## src/rtl/aidf_pkg.sv

```systemverilog
`timescale 1ns / 1ps
package aidf_pkg;

  localparam int DIMENSIONS_DEF = 3;
  localparam int FX_FRAC = 16;
  localparam logic signed [31:0] FX_ONE = 32'sh0001_0000;

  localparam int SQRT_STAGES = 16;
  localparam int DIV_STEPS = 17;
  localparam int DIV_STAGES = (DIV_STEPS + 1) / 2;

  localparam int ST_SQ = 0;
  localparam int ST_SUM = 1;
  localparam int ST_SQRT = 2;
  localparam int ST_DIV = ST_SQRT + SQRT_STAGES;
  localparam int ST_NN = ST_DIV + DIV_STAGES;
  localparam int ST_PAR = ST_NN + 1;
  localparam int ST_T = ST_NN + 2;
  localparam int ST_TW = ST_NN + 3;
  localparam int ST_D = ST_NN + 4;
  localparam int ST_DPHI = ST_NN + 5;
  localparam int ST_E = ST_NN + 6;
  localparam int ST_EC = ST_NN + 7;
  localparam int ST_OUT = ST_NN + 8;
  localparam int NUM_STAGES = ST_OUT + 1;

  localparam int PADDR_W = 3;

  typedef enum logic {
    REG_PARALLEL   = 1'b0,
    REG_ORTHOGONAL = 1'b1
  } reg_sel_t;

  typedef struct packed {
    logic              cmd;
    logic signed [31:0] phi_one;
    logic signed [31:0] phi_two;
    logic signed [31:0] grad_one_x;
    logic signed [31:0] grad_one_y;
    logic signed [31:0] grad_one_z;
    logic signed [31:0] grad_two_x;
    logic signed [31:0] grad_two_y;
    logic signed [31:0] grad_two_z;
    logic signed [31:0] conc_grad_x;
    logic signed [31:0] conc_grad_y;
    logic signed [31:0] conc_grad_z;
  } item_t;

  typedef struct packed {
    logic signed [31:0] flux_x;
    logic signed [31:0] flux_y;
    logic signed [31:0] flux_z;
  } result_t;

  typedef struct packed {
    logic                   cmd;
    logic signed [31:0]     phi_one;
    logic signed [31:0]     phi_two;
    logic signed [31:0]     w;
    logic [2:0][31:0]       conc;
    logic [1:0][2:0][31:0]  g_abs;
    logic [1:0][2:0]        g_neg;
  } side_t;

  typedef struct packed {
    logic [63:0] rad;
    logic [34:0] rem;
    logic [31:0] root;
  } sqrt_st_t;

  typedef struct packed {
    logic [32:0] rem;
    logic [16:0] quo;
  } div_st_t;

  function automatic logic signed [31:0] sat32(input logic signed [63:0] v);
    if (v > 64'sh0000_0000_7fff_ffff) begin
      return 32'sh7fff_ffff;
    end else if (v < 64'shffff_ffff_8000_0000) begin
      return 32'sh8000_0000;
    end else begin
      return v[31:0];
    end
  endfunction

  // truncation toward zero, then saturate
  function automatic logic signed [31:0] fx_trunc(input logic signed [63:0] p);
    logic signed [63:0] adj;
    adj = p + (p[63] ? 64'sd65535 : 64'sd0);
    return sat32(adj >>> FX_FRAC);
  endfunction

  function automatic logic signed [63:0] fx_mul(input logic signed [31:0] a,
                                                input logic signed [31:0] b);
    logic signed [63:0] p;
    p = a * b;
    return p;
  endfunction

  function automatic sqrt_st_t sqrt_step(input sqrt_st_t s);
    sqrt_st_t o;
    logic [34:0] cur;
    logic [34:0] trial;
    cur = {s.rem[32:0], s.rad[63:62]};
    trial = {1'b0, s.root, 2'b01};
    o.rad = {s.rad[61:0], 2'b00};
    if (cur >= trial) begin
      o.rem = cur - trial;
      o.root = {s.root[30:0], 1'b1};
    end else begin
      o.rem = cur;
      o.root = {s.root[30:0], 1'b0};
    end
    return o;
  endfunction

  function automatic div_st_t div_step(input div_st_t s, input logic [31:0] d);
    div_st_t o;
    logic [32:0] r;
    logic b;
    b = (s.rem >= {1'b0, d});
    r = b ? (s.rem - {1'b0, d}) : s.rem;
    o.quo = {s.quo[15:0], b};
    o.rem = {r[31:0], 1'b0};
    return o;
  endfunction

endpackage

```

## src/rtl/aidf_sqrt.sv

```systemverilog
`timescale 1ns / 1ps
module aidf_sqrt (
  input  logic                              clk,
  input  logic [aidf_pkg::SQRT_STAGES-1:0] en,
  input  logic [63:0]                       rad,
  output logic [31:0]                       root
);
  import aidf_pkg::*;

  sqrt_st_t st   [SQRT_STAGES];
  sqrt_st_t prev [SQRT_STAGES];

  always_comb begin
    prev[0] = '{rad: rad, rem: '0, root: '0};
    for (int s = 1; s < SQRT_STAGES; s++) begin
      prev[s] = st[s-1];
    end
  end

  // two result bits per stage
  always_ff @(posedge clk) begin
    for (int s = 0; s < SQRT_STAGES; s++) begin
      if (en[s]) begin
        st[s] <= sqrt_step(sqrt_step(prev[s]));
      end
    end
  end

  assign root = st[SQRT_STAGES-1].root;

endmodule

```

## config.mk

```make
export PLATFORM = sky130hd
export DESIGN_NAME = aidf_sqrt
export DESIGN_NICKNAME = d
export VERILOG_FILES = /design/src/rtl/aidf_pkg.sv /design/src/rtl/aidf_sqrt.sv
export SDC_FILE = /design/constraint.sdc
export NUM_CORES = 2
export LEC_CHECK = 0
export BUFFER_PORTS_ARGS = -buffer_cell sky130_fd_sc_hd__buf_2
export CAP_MARGIN = 20
export CELL_PAD_IN_SITES_DETAIL_PLACEMENT = 0
export CELL_PAD_IN_SITES_GLOBAL_PLACEMENT = 1
export CORE_ASPECT_RATIO = 0.6
export CORE_MARGIN = 3
export CORE_UTILIZATION = 44
export CTS_BUF_LIST = sky130_fd_sc_hd__clkbuf_8
export DETAILED_ROUTE_END_ITERATION = 10
export HOLD_SLACK_MARGIN = 0.02
export PLACE_DENSITY = 0.78
export SETUP_SLACK_MARGIN = 0.2
export SYNTH_ARGS = -nofsm -noshare
export SYNTH_HDL_FRONTEND = slang
export SYNTH_SLANG_ARGS = --single-unit
```

## constraint.sdc

```tcl
create_clock -name clk -period 9.1 [get_ports clk]
set_input_delay 1.365 -clock clk [delete_from_list [all_inputs] [get_ports clk]]
set_output_delay 1.365 -clock clk [all_outputs]
set_load 0.005 [all_outputs]
```

* Word level (Yosys, flattened, before mapping)
Memory sizes are Yosys's and may differ from the RTL's.
Cells that the tools add are included.
** Word-level totals
- Flip-flop bits (word level) :: 0
- Bits in writable memories :: 2032
- Input bits :: 81
- Output and inout bits :: 32
- Word-level logic and storage cells :: 161
- Memories kept :: 1
** Memories
- st :: depth 16, width 127, rd ports 16, clocked after Yosys merged registers in 0, wr ports 16, RTL line aidf_sqrt.sv:10 : sqrt_st_t st [SQRT_STAGES];
** Operators by class
- Add/subtract/negate cells :: 32
- $lt $le $gt $ge :: 32
- Muxes and demuxes :: 96
** Operators by type and width (count)
- two-way mux 67 bit :: 32
- two-way mux 65 bit :: 32
- greater-or-equal comparator 35 x 34 -> 1 bit :: 31
- subtractor 35 x 34 -> 35 bit :: 16
- subtractor 33 bit :: 15
- two-way mux 1 bit :: 32
- subtractor 2 x 1 -> 3 bit, second input constant :: 1
- greater-or-equal comparator 2 x 1 -> 1 bit, second input constant :: 1

* Longest topological paths before layout
An unclocked memory read counts as a cell.
- Word-level depth :: 7
- Depth in mapped cells :: 29
- Mapped depth without buffers :: 28

* Worst setup path after synthesis
No wires, ideal clock.
- Kind :: reg-to-reg
- Start point :: mem st[1][3] in the netlist's numbering
- End point :: mem st[1][162] in the netlist's numbering (data pin)
- Library setup time :: 260 ps
- Arrival time :: 5928 ps
- Required time :: 8840 ps
- Path slack :: 2912 ps
- Stages on the path, launching flop included :: 26
- Path buffers :: 4
- Period minus slack after synthesis :: 6188 ps
- Cell sequence :: edfxtp_1 -> inv_1 -> ha_1 -> clkbuf_1 -> a21oi_1 -> a21boi_1 -> o31a_1 -> o211a_1 -> o211ai_1 -> nand2_1 -> clkbuf_1 -> buf_1 -> nor2_1 -> a21oi_1 -> ha_1 -> a21o_1 -> a21o_1 -> a221o_1 -> a221oi_1 -> o21ai_0 -> a21oi_1 -> o21ai_0 -> a31o_2 -> nor4_2 -> buf_2 -> mux2_2
** RTL lines (RTL line)
- start, declared :: aidf_sqrt.sv:10

==> metrics <==
clock sinks=1225; Hold/Removal Path Class=register to register; Comb power frac=48.0%; Seq/Total Area, Yosys=between 40% and 50%; Setup crit end kind=register; register area=around 37000 um2; initial antenna violation count=12; multi-input logic area=a little over 40000 um2; Final ANT Viol Nets=0; Core ar.=182000 um2; leading cell type in the layout, fill and taps excluded=edfxtp_1; sw frac=between 40% and 50%; Seq pwr share=33.4%; FF-to-FF path depth=22; CP max-delay cell=edfxtp_1; outcome=finished, final reports clean; I/O pins=about 110; register bit count reported by yosys=1225; async set-or-reset flop fraction in the synthesized netlist=0%; fin nets=8876; Detailed Route WL=236000 um; Hold Crit Start=st[0][376]$_DFFE_PP_; fmax=130 MHz; Slew HR=a little under a quarter; RSZ-0062 raised after global routing=no; clock-pin slew on the worst setup and hold paths=0.07 ns; Starting Density=between 40% and 50%; Clk network pwr share=18.5%; fin util=48.4%; grt ovf=0; chip height=338 um; CTS tree=built; final worst path period need=7.70 ns; maxcap violations=0; P per Cell Area=286 nW/um2; vias in the first global route=59000; Final Slew Violations=0; Synth Warn #=0; synthesized area per cell=10.0 um2; P&R area growth vs syn=8.92%; critical path fanouts, max=31; Largest register FFs=approximately 1200; post-CTS resize count=0; EDFF count, synth=approximately 1200; H-tree levels=4; Setup Total Neg Slack=0 ns; filler instances=16900; first-pass GRT wire length=358000 um; critical path class=register to register; Mapped Area=80800 um2; vias per inst=5.86; hold path cells=0; Initial DRC Count=6264; Worst R2R End=st[1][177]$_DFFE_PP_; DRC violations left=0; Synth Instances=8065; Startpoint Class=register; worst skew pair latency=0.95 ns; Post-CTS Setup Inserts=0; count of final setup violators=0; Synth cell types=98; Pint=0.0148 W; leading cell types in the layout, fill and taps excluded=edfxtp_1 (1225), nand2_1 (698), a21oi_1 (615); CTS root buffer=clkbuf_8; fin crit share=84.6%; maximum vdd drop=143 uV; Arr. time, crit path=8.23 ns; ys flop type=edfxtp_1; clk_skew=~0.12 ns; Leak Pwr=~35 nW; Worst R2R Setup Slack=~1.4 ns; total CTS buffers=196; Final Hold Vio Count=0; Detailed Routing Iterations Pass 1=6; Largest Register=st; Worst-Margin Slew=1.12 ns; Die Wd=559 um; WP data required=9.63 ns; share of layout cells above drive strength 1=a little under 8%; placed wire-length estimate=185000 um; vias=63600; largest net degree at the start of global routing=74; input/output buffers=112; Avg WL per Cell=between 20 and 25 um; hold worst-path end=st[0][507]$_DFFE_PP_; largest registers=st: 1225 flops; Total GRT Usage=24.2%; Sw Pwr=0.0104 W; hold_buf cts=0; CP peak stage delay=just under 0.7 ns; die area=189000 um2; GPL Wtd Cong=0.924; crit-path cells=inv_1 -> ha_1 -> a21oi_1 -> nand2_1 -> a221o_1 -> o211ai_1 -> nand2_1 -> buf_4 -> inv_1 -> o31ai_1 -> ha_1 -> nand2_1 -> nor2_1 -> a221o_1 -> a221oi_1 -> o21ai_0 -> a21oi_1 -> o21ai_0 -> a31o_2 -> nor4_4 -> buf_4 -> o21ai_0; RR Startpoint=st[1][15]$_DFFE_PP_; Max clock buf depth=4; row count=121
[how the worst max path moves through the flow]
stage	to	slack, ns	depth (start not counted)	start
global placement	st[1][177]$_DFFE_PP_	1.52	22	st[1][15]$_DFFE_PP_
floorplan	st[1][162]$_DFFE_PP_	2.91	25	st[1][3]$_DFFE_PP_
detailed placement	st[1][177]$_DFFE_PP_	1.61	23	st[1][15]$_DFFE_PP_
global route	st[1][177]$_DFFE_PP_	0.96	23	st[1][15]$_DFFE_PP_
CTS	st[1][177]$_DFFE_PP_	1.58	22	st[1][15]$_DFFE_PP_
finish	st[1][177]$_DFFE_PP_	1.40	22	st[1][15]$_DFFE_PP_
[cells in the mapped netlist (25+ instances only)]
master / instances / area (um2)
nand4_1: 118 / 738
and3_1: 82 / 513
o21bai_1: 79 / 593
a21boi_0: 27 / 203
inv_1: 462 / 1730
or2_2: 55 / 344
mux2_2: 91 / 1020
a21o_1: 276 / 2070
and2_1: 53 / 332
nor3b_1: 42 / 315
and4_1: 40 / 350
or4_1: 40 / 300
nor2_1: 606 / 2270
nor2b_1: 76 / 475
or3_1: 87 / 544
nand2_1: 698 / 2620
nor4_1: 94 / 588
nand2b_1: 87 / 544
a31oi_1: 76 / 475
nor3_1: 244 / 1220
nand3_1: 179 / 896
a211oi_1: 53 / 398
o21ai_0: 451 / 2260
o31ai_1: 61 / 458
a2111oi_0: 35 / 307
o211ai_1: 43 / 323
a21oi_1: 616 / 3080
xnor2_1: 430 / 3770
mux2i_1: 37 / 370
nand3b_1: 36 / 270
o21a_1: 98 / 736
clkbuf_1: 183 / 687
o31a_1: 25 / 219
xor2_1: 296 / 2590
ha_1: 557 / 6970
edfxtp_1: 1225 / 36800
[cell families after synthesis]
kind of cell,Yosys count,synth area share (%)
and+or+nand+nor,2621,16.3
AOI/OAI and AO/OA,2110,16.7
DFF,1225,45.5
xor gates and xnor gates,726,7.87
buffers and inverters,697,3.28
adders and majority gates,557,8.63
muxes,128,1.73
other,1,0.00464
[per-stage QoR]
step           hold WS [ns]  setup WS, ns  cells  power [W]  cell area (um2)
6_report              0.405          1.40  10900     0.0252            88000
5_1_grt               0.412         0.957  10900     0.0270            88000
4_1_cts               0.396          1.58  10800     0.0251            88000
3_5_place_dp          0.405          1.61  10500     0.0203            84300
3_3_place_gp          0.401          1.52  10500     0.0202            84300
2_1_floorplan         0.400          2.91   8067     0.0169            80800
[worst max-delay path, delay by kind of cell (launching register included)]
family / cells / cell delay, ns
compound gates: 11 / 3.61
simple gates: 5 / 0.84
buf+inv: 4 / 1.31
fa+ha+maj: 2 / 0.83
flops: 1 / 0.68
[power by group through the flow]
stage	combinational (W)	clock, W	sequential, W
after detailed placement	0.0118	0	0.00851
final	0.0121	0.00468	0.00843
after global routing	0.0134	0.00508	0.00851
after CTS	0.0119	0.00483	0.00840
after global placement	0.0117	0	0.00850
after floorplan	0.00891	0	0.00802
[area by class of cell]
cell class,instances,share of cell area (%)
timing repair buffer,196,1.38
antenna,5,0.0142
multi-input combinational,6145,47.1
sequential,1225,41.8
clock buffer,199,3.11
inverter,474,2.02
tap,2460,3.50
clock inverter,149,1.10
[per-layer routing]
layer / vias to the layer above / GRT usage (%) / share of wire, %
met5: - / 0 / 0.0072
li1: 30500 / - / -
met1: 30700 / 38.6 / 51
met2: 2245 / 32.7 / 39
met3: 251 / 5.93 / 9.2
met4: 2 / 4.37 / 1.5
(Power assumes the default switching activity.)
