## config.mk

```make
export PLATFORM = sky130hd
export DESIGN_NAME = aidf_div
export DESIGN_NICKNAME = d
export VERILOG_FILES = /design/src/rtl/aidf_pkg.sv /design/src/rtl/aidf_div.sv
export SDC_FILE = /design/constraint.sdc
export NUM_CORES = 2
export LEC_CHECK = 0
export BUFFER_PORTS_ARGS = -buffer_cell sky130_fd_sc_hd__buf_2
export CORE_AREA = 5 5 420 318
export CTS_BUF_LIST = sky130_fd_sc_hd__clkbuf_2 sky130_fd_sc_hd__clkbuf_4 sky130_fd_sc_hd__clkbuf_8
export CTS_CLUSTER_DIAMETER = 50
export DETAILED_ROUTE_END_ITERATION = 10
export DIE_AREA = 0 0 425 323
export REMOVE_ABC_BUFFERS = 1
export SETUP_SLACK_MARGIN = 0.2
export SLEW_MARGIN = 20
export SYNTH_ARGS = -nofsm -noshare
export SYNTH_HDL_FRONTEND = slang
export SYNTH_SLANG_ARGS = --single-unit
```

## constraint.sdc

```tcl
create_clock -name clk -period 7.1 [get_ports clk]
set_clock_uncertainty 0.2 [all_clocks]
set_input_delay 0.71 -clock clk [delete_from_list [all_inputs] [get_ports clk]]
set_output_delay 0.71 -clock clk [all_outputs]
set_load 0.01 [all_outputs]
```

## src/rtl/aidf_pkg.sv

```systemverilog
`timescale 1ns / 1ps
package aidf_pkg;

  localparam int DIMENSIONS_DEF = 3;
  localparam int FX_FRAC = 16;
  localparam logic signed [31:0] FX_ONE = 32'sh0001_0000;

  localparam int SQRT_STAGES = 16;
  localparam int DIV_STEPS = 17;
  localparam int DIV_STAGES = (DIV_STEPS + 1) / 2;

  localparam int ST_SQ = 0;
  localparam int ST_SUM = 1;
  localparam int ST_SQRT = 2;
  localparam int ST_DIV = ST_SQRT + SQRT_STAGES;
  localparam int ST_NN = ST_DIV + DIV_STAGES;
  localparam int ST_PAR = ST_NN + 1;
  localparam int ST_T = ST_NN + 2;
  localparam int ST_TW = ST_NN + 3;
  localparam int ST_D = ST_NN + 4;
  localparam int ST_DPHI = ST_NN + 5;
  localparam int ST_E = ST_NN + 6;
  localparam int ST_EC = ST_NN + 7;
  localparam int ST_OUT = ST_NN + 8;
  localparam int NUM_STAGES = ST_OUT + 1;

  localparam int PADDR_W = 3;

  typedef enum logic {
    REG_PARALLEL   = 1'b0,
    REG_ORTHOGONAL = 1'b1
  } reg_sel_t;

  typedef struct packed {
    logic              cmd;
    logic signed [31:0] phi_one;
    logic signed [31:0] phi_two;
    logic signed [31:0] grad_one_x;
    logic signed [31:0] grad_one_y;
    logic signed [31:0] grad_one_z;
    logic signed [31:0] grad_two_x;
    logic signed [31:0] grad_two_y;
    logic signed [31:0] grad_two_z;
    logic signed [31:0] conc_grad_x;
    logic signed [31:0] conc_grad_y;
    logic signed [31:0] conc_grad_z;
  } item_t;

  typedef struct packed {
    logic signed [31:0] flux_x;
    logic signed [31:0] flux_y;
    logic signed [31:0] flux_z;
  } result_t;

  typedef struct packed {
    logic                   cmd;
    logic signed [31:0]     phi_one;
    logic signed [31:0]     phi_two;
    logic signed [31:0]     w;
    logic [2:0][31:0]       conc;
    logic [1:0][2:0][31:0]  g_abs;
    logic [1:0][2:0]        g_neg;
  } side_t;

  typedef struct packed {
    logic [63:0] rad;
    logic [34:0] rem;
    logic [31:0] root;
  } sqrt_st_t;

  typedef struct packed {
    logic [32:0] rem;
    logic [16:0] quo;
  } div_st_t;

  function automatic logic signed [31:0] sat32(input logic signed [63:0] v);
    if (v > 64'sh0000_0000_7fff_ffff) begin
      return 32'sh7fff_ffff;
    end else if (v < 64'shffff_ffff_8000_0000) begin
      return 32'sh8000_0000;
    end else begin
      return v[31:0];
    end
  endfunction

  // truncation toward zero, then saturate
  function automatic logic signed [31:0] fx_trunc(input logic signed [63:0] p);
    logic signed [63:0] adj;
    adj = p + (p[63] ? 64'sd65535 : 64'sd0);
    return sat32(adj >>> FX_FRAC);
  endfunction

  function automatic logic signed [63:0] fx_mul(input logic signed [31:0] a,
                                                input logic signed [31:0] b);
    logic signed [63:0] p;
    p = a * b;
    return p;
  endfunction

  function automatic sqrt_st_t sqrt_step(input sqrt_st_t s);
    sqrt_st_t o;
    logic [34:0] cur;
    logic [34:0] trial;
    cur = {s.rem[32:0], s.rad[63:62]};
    trial = {1'b0, s.root, 2'b01};
    o.rad = {s.rad[61:0], 2'b00};
    if (cur >= trial) begin
      o.rem = cur - trial;
      o.root = {s.root[30:0], 1'b1};
    end else begin
      o.rem = cur;
      o.root = {s.root[30:0], 1'b0};
    end
    return o;
  endfunction

  function automatic div_st_t div_step(input div_st_t s, input logic [31:0] d);
    div_st_t o;
    logic [32:0] r;
    logic b;
    b = (s.rem >= {1'b0, d});
    r = b ? (s.rem - {1'b0, d}) : s.rem;
    o.quo = {s.quo[15:0], b};
    o.rem = {r[31:0], 1'b0};
    return o;
  endfunction

endpackage

```

## src/rtl/aidf_div.sv

```systemverilog
`timescale 1ns / 1ps
module aidf_div (
  input  logic                             clk,
  input  logic [aidf_pkg::DIV_STAGES-1:0] en,
  input  logic [31:0]                      mag,
  input  logic [31:0]                      g_abs,
  input  logic                             g_neg,
  output logic signed [17:0]               normal
);
  import aidf_pkg::*;

  typedef struct packed {
    div_st_t     st;
    logic [31:0] dvs;
    logic        neg;
    logic        zero;
  } div_pipe_t;

  div_pipe_t pipe [DIV_STAGES];
  div_pipe_t prev [DIV_STAGES];
  div_pipe_t nxt  [DIV_STAGES];

  always_comb begin
    prev[0].st.rem = {1'b0, g_abs};
    prev[0].st.quo = '0;
    prev[0].dvs = mag;
    prev[0].neg = g_neg;
    prev[0].zero = (mag == '0);
    for (int s = 1; s < DIV_STAGES; s++) begin
      prev[s] = pipe[s-1];
    end
    for (int s = 0; s < DIV_STAGES; s++) begin
      nxt[s] = prev[s];
      nxt[s].st = div_step(prev[s].st, prev[s].dvs);
      if (2 * s + 1 < DIV_STEPS) begin
        nxt[s].st = div_step(nxt[s].st, prev[s].dvs);
      end
    end
  end

  always_ff @(posedge clk) begin
    for (int s = 0; s < DIV_STAGES; s++) begin
      if (en[s]) begin
        pipe[s] <= nxt[s];
      end
    end
  end

  always_comb begin
    if (pipe[DIV_STAGES-1].zero) begin
      normal = '0;
    end else if (pipe[DIV_STAGES-1].neg) begin
      normal = -signed'({1'b0, pipe[DIV_STAGES-1].st.quo});
    end else begin
      normal = signed'({1'b0, pipe[DIV_STAGES-1].st.quo});
    end
  end

endmodule

```

== Word level (Yosys, flattened, before mapping) ==
Memories as Yosys holds them, arrays and structs flattened.
Index checks and enable logic that the tools add are counted.

* Bits in registers: 0
* Input port bits: 75
* Memories kept: 1
* Bits in writable memories: 747
* Output and inout bits: 18
* Latch bits: 0
* Logic and storage cells: 74
* Memory bits (read-only): 0

{| class="wikitable"
|+ Memories
! name !! depth !! width !! read ports !! clocked after memory_dff !! wr ports !! RTL line !! source
|-
| pipe || 9 || 83 || 9 || 0 || 9 || aidf_div.sv:19 || <nowiki>div_pipe_t pipe [DIV_STAGES];</nowiki>
|}

* Add/sub/neg operators: 18
* Multiply operators: 0
* Order comparisons: 17
* Bitwise logic cells: 0
* Muxes and demuxes: 37
* Div/mod/pow operators: 0
* Equal/unequal tests: 0
* Shift-type cells: 0
* Reductions and logical operators: 1

{| class="wikitable"
|+ Operators by type and width
! operator !! number
|-
| $mux W32 || 17
|-
| $sub A32 B32 Y32 || 17
|-
| $ge A33 B32 Y1 || 16
|-
| $mux W18 || 2
|-
| $ge A32 B32 Y1 || 1
|-
| $logic_not A32 Y1 || 1
|-
| $mux W1 || 18
|-
| $neg A17 Y18 || 1
|}

== Longest topological paths before layout ==
An unclocked memory read counts as a cell.

* Depth in word-level cells: 5
* Mapped depth: 28
* Gate-level depth less buffers: 25

== Worst setup path after synthesis ==
OpenSTA, ideal clock, no wires.

* Path kind: input -> register
* Start point: input g_abs[0]
* End point: memory pipe[0][54] (netlist name) (data pin)
* Stages on the path: 27
* Data required time: 6.640 ns
* Buffers on the path: 3
* Setup time: 0.260 ns
* Data arrival time: 6.240 ns
* Slack: 0.400 ns
* Path through: inv_1 > ha_1 > inv_1 > fa_1 > a21o_1 > a221oi_1 > o32a_1 > o21bai_1 > or3b_1 > a31oi_1 > o21bai_1 > buf_2 > clkbuf_1 > a21oi_1 > ha_1 > nor2b_1 > o21ai_0 > a21boi_1 > o41ai_1 > a21o_1 > o31ai_1 > a221oi_1 > o21a_1 > o31ai_1 > a21oi_2 > buf_4 > mux2_2

{| class="wikitable"
|+ RTL lines
! element !! RTL line !! source
|-
| start, declared || aidf_div.sv:6 || <nowiki>input logic [31:0] g_abs,</nowiki>
|-
| end, declared || aidf_div.sv:19 ||
|}

==> flow_summary.yaml <==
critical_path:
  critical_path_arrival_ps: 6960
  crit_family: "compound AO/OA/AOI/OAI gates"
  start_kind: "register"
  r2r_slack_ps: 450
  endpoint_kind: "register"
  endpoint: "pipe[0][243]$_DFFE_PP_"
  slowest_delay_ps: 520
  r2r_end: "pipe[0][243]$_DFFE_PP_"
  worst-path-buf-inv: 3
  path_common_cell: "a21oi_1"
  cp_max_fo: 16
  r2r-start: "pipe[0][88]$_DFFE_PP_"
  cp_cell_sequence: "inv_1 > ha_1 > nand3_1 > a21oi_1 > o31ai_2 > a21oi_1 > o211a_1 > a31oi_2 > a21oi_2 > a31oi_4 > buf_4 > buf_4 > o31ai_1 > ha_1 > and4_1 > a221oi_1 > o21bai_1 > o221a_2 > o211a_1 > or4_1 > a21oi_1 > xnor2_1 > mux2_2"
  crit_required_ps: 7410
  critPathSlowestCell: "or4_1"
  crit_type: "register to register"
  worstSetupPathDepth: 23
  setup.worst_path.start: "pipe[0][88]$_DFFE_PP_"
  r2r_cells: 23
sta:
  min_period_ps: 6650
  rsz0062_at_grt: "no"
  tightest_slew_ps: 1080
  finalCritPeriodShare_pct: 93.6
  timing.final.hold_violations: 0
  fmax_mhz: 150
  slew_viol_final: 0
  setup_viol: 0
  max_slew_margin_pct: 26.2
drt:
  wl_per_cell_um: 18.2
  drt_wl_total_mm: 137
  drt-vias-per-instance: 5.41
  dr.pass1.iters: 6
  vias: 40500
  route.detailed.drc: 0
  detail-route-antenna-nets: 0
  drt_iter0_markers: 2285
final_layout:
  area_growth_pct: 13.6
  reg_top3: "pipe: 619 flops"
  regMostFlops: "pipe"
  fillers: 12400
  mostFrequentLayoutCells: "619 x edfxtp_1, 537 x ha_1, 429 x a21oi_1"
  final_common_cell: "edfxtp_1"
  utilization_pct: 45.2
  final_layout_size_suffix_gt1_share_pct: 15.1
  largest_register_ffs: 619
  fin_nets: 6284
  multiInputGateArea_um2: 30800
  regArea_um2: 18600
logic_synthesis:
  avgSynthCellArea_um2: 9.67
  yosysWarnings: 0
  ys_async_sr_fraction_pct: 0
  synth_area_um2: 51200
  synthCells: 5296
  synth_flop_cell: "edfxtp_1"
  synth-seq-area-share_pct: 36.3
  synth_cell_types: 96
  ys_seq_elements: 619
  synth_edf_count: 619
min_path:
  hold_path.class: "input pin to register"
global_routing:
  grt_pass1_wl_mm: 214
  antenna_found_initial: 2
  grt_start_max_net_pins: 71
  grt_overflow: 0
  grt_pass1_vias: 40200
  grtUsageTotal_pct: 19.3
clock_network:
  tritoncts: "built"
  cts_sinks: 619
  ctsRootBufferMaster: "clkbuf_8"
  clockBufferDepth: 3
  htree_levels: 3
  worstSkewPairLatency_ps: 790
  path_clk_slew_ps: 70
  cts_made_buffers: 103
die:
  coreArea_um2: 129000
  io_pins: 93
  dieArea_um2: 137000
  die_w_um: 425
  start_util_pct: 39.8
  die_h_um: 323
  rows: 114
place:
  gp_congestion: 0.920
  port_buffers: 92
  hpwl_mm: 111
flow_run:
  drv_cap: 0
status:
  outcome: "finished clean"
worst register-to-register path: cells and delay by family, from the launching register on:
kind	cells	cell delay [ps]
AO/OA/AOI/OAI	13	3350
AND/OR/NAND/NOR	3	960
adder cells (fa/ha/maj)	2	690
buffers and inverters	3	500
flip-flops	1	380
multiplexers	1	260
XOR/XNOR	1	80
cell usage after synthesis (all sizes together) (77+ instances only):
cell type | instances | area [µm²]
inv | 419 | 1570
xnor2 | 288 | 2520
ha | 537 | 6720
o21ai | 381 | 1910
mux2 | 288 | 3240
nor3 | 85 | 425
edfxtp | 619 | 18600
nand2 | 395 | 1480
nand4 | 77 | 482
o21a | 83 | 623
a21o | 228 | 1710
nor2 | 292 | 1100
nand3 | 100 | 500
a21oi | 442 | 2220
xor2 | 159 | 1390
metal layers:
metal | GRT usage [%] | routed length (µm)
met1 | 23.3 | 59000
met2 | 34.6 | 66700
met3 | 2.31 | 4350
met4 | 8.36 | 6500
met5 | 0 | 0
metrics by stage:
step	instance area (µm²)	hold slack [ps]	worst slack, ps	std cells	setup TNS [ps]
floorplan	50700	200	-1290	5186	-154950
global placement	55300	204	-105	7243	-2680
detailed placement	55300	205	-99.8	7243	-2360
CTS	57800	5.25	248	7471	0
global route	58200	19.3	167	7493	0
finish	58200	86.5	454	7493	0
worst min path at each step:
stage | start | endpoint | slack [ps] | cells past startpoint
global placement | pipe[0][449]$_DFFE_PP_ | pipe[0][534]$_DFFE_PP_ | 200 | 0
detailed placement | pipe[0][250]$_DFFE_PP_ | pipe[0][333]$_DFFE_PP_ | 200 | 0
global route | en[2] | pipe[0][205]$_DFFE_PP_ | 20 | 1
floorplan | pipe[0][34]$_DFFE_PP_ | pipe[0][119]$_DFFE_PP_ | 200 | 0
CTS | en[4] | pipe[0][336]$_DFFE_PP_ | 5 | 1
finish | en[2] | pipe[0][205]$_DFFE_PP_ | 90 | 1
layout make-up:
cell class,instances,area share [%]
multi-input combinational,4148,52.9
sequential,619,32.0
timing repair buffer,372,5.02
tap,1740,3.74
inverter,419,2.70
clock buffer,120,2.67
clock inverter,73,1.03
antenna,2,0.00860
repair_timing:
item,in CTS,in global routing
gates cloned,0,4
gates resized for setup,3,39
hold buffers,33,0
endpoints found under the setup margin,8,211
setup buffers,2,16
pin swaps,1,13
hold endpoints to repair,40,0
cell families after synthesis:
family	Yosys count	synth area share, %
multiplexers	298	6.53
XOR/XNOR	447	7.65
AO/OA/AOI/OAI	1580	20.0
buffers and inverters	529	4.05
flip-flops	619	36.3
AND/OR/NAND/NOR	1277	12.0
adder cells (fa/ha/maj)	546	13.5
Power is left out: the tool's default activity adds up to more than one toggle a clock period on the data nets, which glitch-free logic cannot reach.
